<file path="config.mk">
export PLATFORM = sky130hd
export DESIGN_NAME = time_ordered_event_queue
export DESIGN_NICKNAME = d
export VERILOG_FILES = /design/src/rtl/toeq_pkg.sv /design/src/rtl/toeq_ctrl.sv /design/src/rtl/toeq_dp.sv /design/src/rtl/time_ordered_event_queue.sv
export VERILOG_INCLUDE_DIRS = /design/src /design/src/rtl
export SDC_FILE = /design/constraint.sdc
export NUM_CORES = 2
export LEC_CHECK = 0
export BUFFER_PORTS_ARGS = -buffer_cell sky130_fd_sc_hd__buf_2
export CAP_MARGIN = 10
export CELL_PAD_IN_SITES_DETAIL_PLACEMENT = 0
export CELL_PAD_IN_SITES_GLOBAL_PLACEMENT = 2
export CORE_AREA = 2 2 435 394
export DETAILED_ROUTE_END_ITERATION = 8
export DIE_AREA = 0 0 437 396
export GPL_ROUTABILITY_DRIVEN = 0
export HOLD_SLACK_MARGIN = 0.06
export PLACE_DENSITY_LB_ADDON = 0.1
export SYNTH_ARGS = -nofsm -noshare
export SYNTH_HDL_FRONTEND = slang
export SYNTH_SLANG_ARGS = --single-unit
export TNS_END_PERCENT = 50
</file>
<file path="constraint.sdc">
create_clock -name clk_i -period 11.8 [get_ports clk_i]
set_input_delay 0.59 -clock clk_i [delete_from_list [all_inputs] [get_ports clk_i]]
set_output_delay 0.59 -clock clk_i [all_outputs]
set_load 0.05 [all_outputs]
</file>
<file path="src/rtl/time_ordered_event_queue_assert.svh">
// Assertion macros for the event queue. Each one is clocked on clk_i and
// disabled while rst_ni is low.
`ifndef TIME_ORDERED_EVENT_QUEUE_ASSERT_SVH
`define TIME_ORDERED_EVENT_QUEUE_ASSERT_SVH

`define TOEQ_ASSERT(name, prop, msg) \
  name: assert property (@(posedge clk_i) disable iff (!rst_ni) prop) else $error(msg);

`define TOEQ_NEVER(name, cond, msg) \
  name: assert property (@(posedge clk_i) disable iff (!rst_ni) !(cond)) else $error(msg);

`endif

</file>
<file path="src/rtl/toeq_pkg.sv">
package toeq_pkg;

  localparam int unsigned DEPTH = 16;
  localparam int unsigned CNT_W = $clog2(DEPTH + 1);

  typedef enum logic [1:0] {
    CMD_APPEND = 2'd0,
    CMD_INSERT = 2'd1,
    CMD_REMOVE = 2'd2
  } cmd_e;

  typedef enum logic [1:0] {
    ST_OK    = 2'd0,
    ST_EMPTY = 2'd1,
    ST_FULL  = 2'd2
  } status_e;

  typedef enum logic [1:0] {
    S_IDLE   = 2'd0,
    S_SEARCH = 2'd1,
    S_UPDATE = 2'd2
  } state_e;

  typedef struct packed {
    logic [1:0]  command;
    logic        item_kind;
    logic [7:0]  item_ident;
    logic [31:0] item_time;
    logic [31:0] item_payload;
  } in_t;

  typedef struct packed {
    logic        out_valid;
    logic        out_kind;
    logic [7:0]  out_ident;
    logic [31:0] out_time;
    logic [31:0] out_payload;
    logic        is_empty;
    logic [1:0]  status;
  } out_t;

  typedef struct packed {
    logic        kind;
    logic [7:0]  ident;
    logic [31:0] etime;
    logic [31:0] payload;
  } entry_t;

  typedef struct packed {
    logic    cap;
    logic    cmp;
    logic    push;
    logic    pop;
    logic    res_we;
    status_e status;
  } ctl_t;

  typedef struct packed {
    logic [1:0] cmd;
    logic       empty;
    logic       full;
  } sts_t;

endpackage

</file>
<file path="src/rtl/toeq_ctrl.sv">
module toeq_ctrl
  import toeq_pkg::*;
(
  input  logic clk_i,
  input  logic rst_ni,
  input  logic start,
  input  sts_t sts_i,
  output ctl_t ctl_o,
  output logic busy_o
);

  state_e state_q, state_d;

  always_ff @(posedge clk_i or negedge rst_ni) begin
    if (!rst_ni) begin
      state_q <= S_IDLE;
    end else begin
      state_q <= state_d;
    end
  end

  always_comb begin
    state_d = state_q;
    unique case (state_q)
      S_IDLE: begin
        if (start) begin
          state_d = S_SEARCH;
        end
      end
      S_SEARCH: state_d = S_UPDATE;
      S_UPDATE: state_d = S_IDLE;
      default:  state_d = S_IDLE;
    endcase
  end

  always_comb begin
    ctl_o  = '0;
    ctl_o.status = ST_OK;
    busy_o = 1'b1;
    unique case (state_q)
      S_IDLE: begin
        busy_o    = 1'b0;
        ctl_o.cap = start;
      end
      S_SEARCH: begin
        ctl_o.cmp = 1'b1;
      end
      S_UPDATE: begin
        ctl_o.res_we = 1'b1;
        unique case (cmd_e'(sts_i.cmd)) inside
          CMD_APPEND, CMD_INSERT: begin
            if (sts_i.full) begin
              ctl_o.status = ST_FULL;
            end else begin
              ctl_o.push = 1'b1;
            end
          end
          CMD_REMOVE: begin
            if (sts_i.empty) begin
              ctl_o.status = ST_EMPTY;
            end else begin
              ctl_o.pop = 1'b1;
            end
          end
          default: ctl_o.status = ST_OK;
        endcase
      end
      default: busy_o = 1'b1;
    endcase
  end

endmodule

</file>
<file path="src/rtl/toeq_dp.sv">
module toeq_dp
  import toeq_pkg::*;
(
  input  logic clk_i,
  input  logic rst_ni,
  input  in_t  item_i,
  input  ctl_t ctl_i,
  output sts_t sts_o,
  output out_t result_o,
  output logic done_o
);

  in_t              item_q;
  entry_t           ent_q [DEPTH];
  logic [CNT_W-1:0] count_q, count_d;
  logic [DEPTH-1:0] gt_q, gt_d;
  logic [DEPTH-1:0] ins_mask;
  entry_t           new_ent;
  out_t             res_q;
  logic             done_q;

  assign new_ent = '{kind:    item_q.item_kind,
                     ident:   item_q.item_ident,
                     etime:   item_q.item_time,
                     payload: item_q.item_payload};

  assign sts_o.cmd   = item_q.command;
  assign sts_o.empty = (count_q == '0);
  assign sts_o.full  = (count_q == CNT_W'(DEPTH));

  always_ff @(posedge clk_i) begin
    if (ctl_i.cap) begin
      item_q <= item_i;
    end
  end

  // A cell that holds a later time than the new record marks the insert point.
  always_comb begin
    for (int i = 0; i < DEPTH; i++) begin
      gt_d[i] = (CNT_W'(i) < count_q) && (ent_q[i].etime > item_q.item_time) &&
                (item_q.command == CMD_INSERT);
    end
  end

  always_ff @(posedge clk_i) begin
    if (ctl_i.cmp) begin
      gt_q <= gt_d;
    end
  end

  // Cells at or past the insert point take part in the shift toward the tail.
  always_comb begin
    for (int i = 0; i < DEPTH; i++) begin
      ins_mask[i] = (|(gt_q & ({DEPTH{1'b1}} >> (DEPTH - 1 - i)))) ||
                    (CNT_W'(i) >= count_q);
    end
  end

  for (genvar g = 0; g < DEPTH; g++) begin : g_cell
    entry_t ent_d;
    logic   first;

    if (g == 0) begin : g_head
      assign first = ins_mask[0];
    end else begin : g_body
      assign first = ins_mask[g] && !ins_mask[g-1];
    end

    always_comb begin
      ent_d = ent_q[g];
      if (ctl_i.push) begin
        if (first) begin
          ent_d = new_ent;
        end else if (ins_mask[g]) begin
          ent_d = ent_q[(g == 0) ? 0 : g - 1];
        end
      end else if (ctl_i.pop) begin
        ent_d = ent_q[(g == DEPTH - 1) ? g : g + 1];
      end
    end

    always_ff @(posedge clk_i) begin
      ent_q[g] <= ent_d;
    end
  end

  always_comb begin
    count_d = count_q;
    if (ctl_i.push) begin
      count_d = count_q + CNT_W'(1);
    end else if (ctl_i.pop) begin
      count_d = count_q - CNT_W'(1);
    end
  end

  always_ff @(posedge clk_i or negedge rst_ni) begin
    if (!rst_ni) begin
      count_q <= '0;
      done_q  <= 1'b0;
    end else begin
      count_q <= count_d;
      done_q  <= ctl_i.res_we;
    end
  end

  always_ff @(posedge clk_i) begin
    if (ctl_i.res_we) begin
      res_q.out_valid   <= ctl_i.pop;
      res_q.out_kind    <= ctl_i.pop ? ent_q[0].kind : 1'b0;
      res_q.out_ident   <= ctl_i.pop ? ent_q[0].ident : 8'd0;
      res_q.out_time    <= ctl_i.pop ? ent_q[0].etime : 32'd0;
      res_q.out_payload <= ctl_i.pop ? ent_q[0].payload : 32'd0;
      res_q.is_empty    <= (count_d == '0);
      res_q.status      <= ctl_i.status;
    end
  end

  assign result_o = res_q;
  assign done_o   = done_q;

endmodule

</file>
<file path="src/rtl/time_ordered_event_queue.sv">
// Each command runs through capture, a parallel time compare over all cells,
// then the shift update. The result beat is on result_o, marked by done_o,
// for one cycle, and is registered in the shift update step.
// A command is accepted only while busy is low; busy is high while one is in work.
// The receiver cannot stall. Reset empties the queue and clears done_o.
module time_ordered_event_queue
  import toeq_pkg::*;
(
  input  logic clk_i,
  input  logic rst_ni,
  input  logic start,
  input  in_t  item_i,
  output logic busy,
  output logic done_o,
  output out_t result_o
);

  `include "time_ordered_event_queue_assert.svh"

  ctl_t ctl;
  sts_t sts;

  toeq_ctrl u_ctrl (
    .clk_i  (clk_i),
    .rst_ni (rst_ni),
    .start  (start),
    .sts_i  (sts),
    .ctl_o  (ctl),
    .busy_o (busy)
  );

  toeq_dp u_dp (
    .clk_i    (clk_i),
    .rst_ni   (rst_ni),
    .item_i   (item_i),
    .ctl_i    (ctl),
    .sts_o    (sts),
    .result_o (result_o),
    .done_o   (done_o)
  );

  `TOEQ_NEVER(a_push_pop_excl, ctl.push && ctl.pop, "push and pop issued together")
  `TOEQ_ASSERT(a_done_after_update, done_o |-> $past(ctl.res_we), "beat without update")
  `TOEQ_ASSERT(a_busy_after_start, (start && !busy) |=> busy, "accepted command not in work")
  `TOEQ_NEVER(a_valid_ok, done_o && result_o.out_valid && (result_o.status != ST_OK),
              "returned record with error status")

endmodule

</file>
==> run summary <==
The flow ran to the end, and the final reports show no timing, DRC or antenna violations. For the worst setup path, the data required time is 12300 ps. After detailed routing, the total wire length is 238000 um. The area share of the leading cell type in the synthesized netlist is 0.532. The tools report the pin count of the biggest net entering global routing as 210. The type of the worst min-delay path is in -> reg.

The floorplan step defined a die boundary enclosing 173000 um2. A synthesized cell averages 11.2 um2. Final setup skew: 29.1 ps. The netlist uses 76 different library cells. The cell repeated most along the worst path is buf_4. The share of flip-flops with an asynchronous set or reset after synthesis came out at 0.00595. For the starting utilization of the core area, the log shows 0.448. The fraction of final layout cells with drive strength greater than 1 was 0.0896. STA classifies the critical path endpoint as a flop.

Global routing finished with a remaining overflow of 0. Number of buffer and inverter instances along the worst setup path: 4. Walking the worst path, the cells encountered are inv_1, ha_1, nand4bb_1, nand2_4, buf_4, buf_4, buf_4, o21ai_0. Clock net sink count: 1344. Once the clock tree was built, the setup fixing pass inserted 0 buffers. The run gives 0 as the max capacitance violation total. Compared with the post-synthesis result, the final layout area differs by 11.0%.

Dividing the detail-routed wire length by the instance count gives 26.1 um. The HPWL after detailed placement is 151000 um. The final sum of negative setup slack is 0 ps, and the count of standard-cell rows is 143. Grouping stages by cell kind, the critical path spends the most delay in buffers and inverters.

After routing the design area is 83700 um2. The later pin in the worst-skew pair is clocked with a latency of 810 ps. 157 I/O pins were placed. The deepest level of the CTS H-tree was 4. The largest fanout on the critical path was 115; the maximum vdd ir drop was 0.135 mV. Once detail routing completed, the nets flagged for antenna violations numbered 0. Detailed routing inserted a total of 54700 vias. Clock tree synthesis selected as its root buffer the cell clkbuf_16. The slowest stage of the critical path belongs to the cell buf_4. The final layout contains 7345 nets.

When the netlist entered floorplanning its net count stood at 7306. The completed layout was analyzed and its total power is 0.0137 W. After detailed routing, the number of vias per cell comes to 6.00.

For this run, the leading register cell type out of synthesis is edfxtp_1. The first global-routing pass estimated 352000 um of wire. Setup violations remaining at the end of the flow were counted as 0.

The worst-case headroom to the max-slew limit was 0.138. Synthesis handed over a netlist of 6711 instances. The critical path is of the reg -> reg type. TritonCTS created 156 clock buffers.

Data arrives at the worst endpoint at 5900 ps. The maximum clock frequency came out at 0.185 GHz. The worst setup path is launched from a flop. For the register area share after synthesis, the log shows 0.535. For this run, design rule violations remaining after detail routing come to 0. Ranked by total cell area, the synthesized netlist is headed by edfxtp_1, mux2i_1, ha_1. The period utilization was 0.458. During synthesis, Yosys emitted a total of 0 warnings.

The via count of the first global-routing pass is 53400, and the leakage component of the power is 32.4 nW. For this design the ratio of total power to cell area is 163 nW/um2. The delay contributed by the slowest stage of the critical path works out to 890 ps. TritonCTS built the clock tree. Synthesis inferred 1344 register bits. The number of enable flip-flop cells after synthesis was 1336. After layout, the minimum clock period comes to 5410 ps. The first routing iteration left 5222 violations. The logs give 170 ps for the final hold slack and 0 for the number of pins exceeding their max-slew limit in the final report. The pin slew with the least headroom to its limit was 1280 ps. The number of gates resized after CTS was 0. Clock-pin slew was measured on the worst setup and hold paths at 60 ps. The run gives 0 as the number of endpoints with negative hold slack in the final report. Across all register-to-register paths, the minimum setup slack is 6390 ps. The number of antenna violations at the first check in global routing was 7; the post-synth design cell area was 75400 um2.

Setup repair after global routing left no endpoint under its margin. The die span in y is 396 um. The placed instances occupy a cell area of 78000 um2.

The global-route total usage across every layer is 0.268, and the horizontal die dimension is 437 um. The largest area contributor in the synthesized netlist is edfxtp_1. The first detailed-routing pass took 5 iterations.

The run gives 168000 um2 as the area of the core. The number of buffer cells added on primary ports is 156. The run gives 3 as the maximum buffer depth of the clock tree.
-- state kept, by name (all words and copies together) (netlist names) --
register	flops
u_dp.gt_q	16
u_dp.ent_q	1168
u_dp.item_q	73
u_dp.done_o	1
u_ctrl.state_q	2
u_dp.sts_o	2
u_dp.result_o	77
u_dp.count_q	5
-- report_power, final --
group	internal (W)	total [W]	switching, W
combinational	0.000845	0.00261	0.00176
clock	0.00267	0.00476	0.00209
sequential	0.00590	0.00631	0.000405
total	0.00941	0.0137	0.00426
-- through the flow --
step                cells  worst slack (ps)  utilization
floorplan            6711              5600            -
global placement     8761              6550        0.464
detailed placement   8761              6460        0.464
CTS                  9118              6450        0.497
global route         9122              5950        0.498
finish               9124              6390        0.498
-- cell families (layout without fill, tap and decap cells) --
logic type               after synthesis  after routing  share of synthesized area
AND/OR/NAND/NOR                     1864           1864                      0.107
multiplexers                         926            926                      0.124
adder cells (fa/ha/maj)              517            517                     0.0858
buffers and inverters                530            692                     0.0325
XOR/XNOR                               3              3                   0.000348
flip-flops                          1344           1344                      0.535
other                                  0              4                          0
AO/OA/AOI/OAI                       1527           1527                      0.115
-- placed cells by master (no fill, tap or decap), drive strengths merged, types with 29 or more instances in the layout --
master	n
nor4	35
edfxtp	1336
mux2i	854
nand2	1285
ha	517
buf	284
and3	75
nor2	62
o21ai	961
nand3	225
nand4	95
inv	61
o211ai	190
clkbuf	190
a21oi	197
a211oi	29
mux2	72
clkinv	71
dlygate4sd3	76
-- worst min-delay path, stage by stage --
cell and delay (ps):
buf_2 150, inv_1 120, nor2_1 60
-- timing repair --
| item | CTS | global route |
|---|---|---|
| setup endpoints to repair | 0 | 0 |
| hold buffers | 76 | 0 |
| endpoints found under the hold margin | 83 | 0 |
-- routing by layer --
| layer | GRT usage | wire length, um | vias up |
|---|---|---|---|
| met5 | 0 | 0 | - |
| met4 | 0.0620 | 5020 | 0 |
| met3 | 0.0409 | 14300 | 273 |
| met2 | 0.394 | 101000 | 1659 |
| met1 | 0.414 | 118000 | 27400 |
| li1 | - | - | 25400 |
-- final timing paths --
check	to	from	cells past startpoint
max in group asynchronous	u_dp.count_q[0]	rst_ni	2
hold reg to reg	u_dp.ent_q[5][142]	u_dp.ent_q[6][69]	2
min in group asynchronous	u_dp.done_o	rst_ni	2
setup reg to reg	u_dp.ent_q[4][24]	u_dp.count_q[1]	8
hold / removal	u_ctrl.state_q[0]	start	3
setup / recovery	u_dp.ent_q[4][24]	u_dp.count_q[1]	8
-- cell usage after synthesis (29+ instances only) --
library cell,n
edfxtp_1,1336
nand2_1,1285
mux2i_1,854
o21ai_0,794
ha_1,517
clkbuf_1,316
nand3_1,225
a21oi_1,197
o211ai_1,189
o21ai_1,166
nand4_1,95
buf_2,93
and3_1,75
mux2_2,72
nor2_1,59
inv_1,51
buf_4,43
nor4_1,34
a211oi_1,29
-- area by class of cell --
cell class / count / area, um2
fillers: 15400 / 84500
flip-flops and latches: 1344 / 40300
multi-input cells: 4837 / 33000
clock buffers: 190 / 4130
well taps: 2247 / 2810
repair buffers: 360 / 2540
clock inverters: 91 / 717
inverters: 51 / 191
diodes: 4 / 10.0
Note: power is estimated with default switching activity, not from simulation.
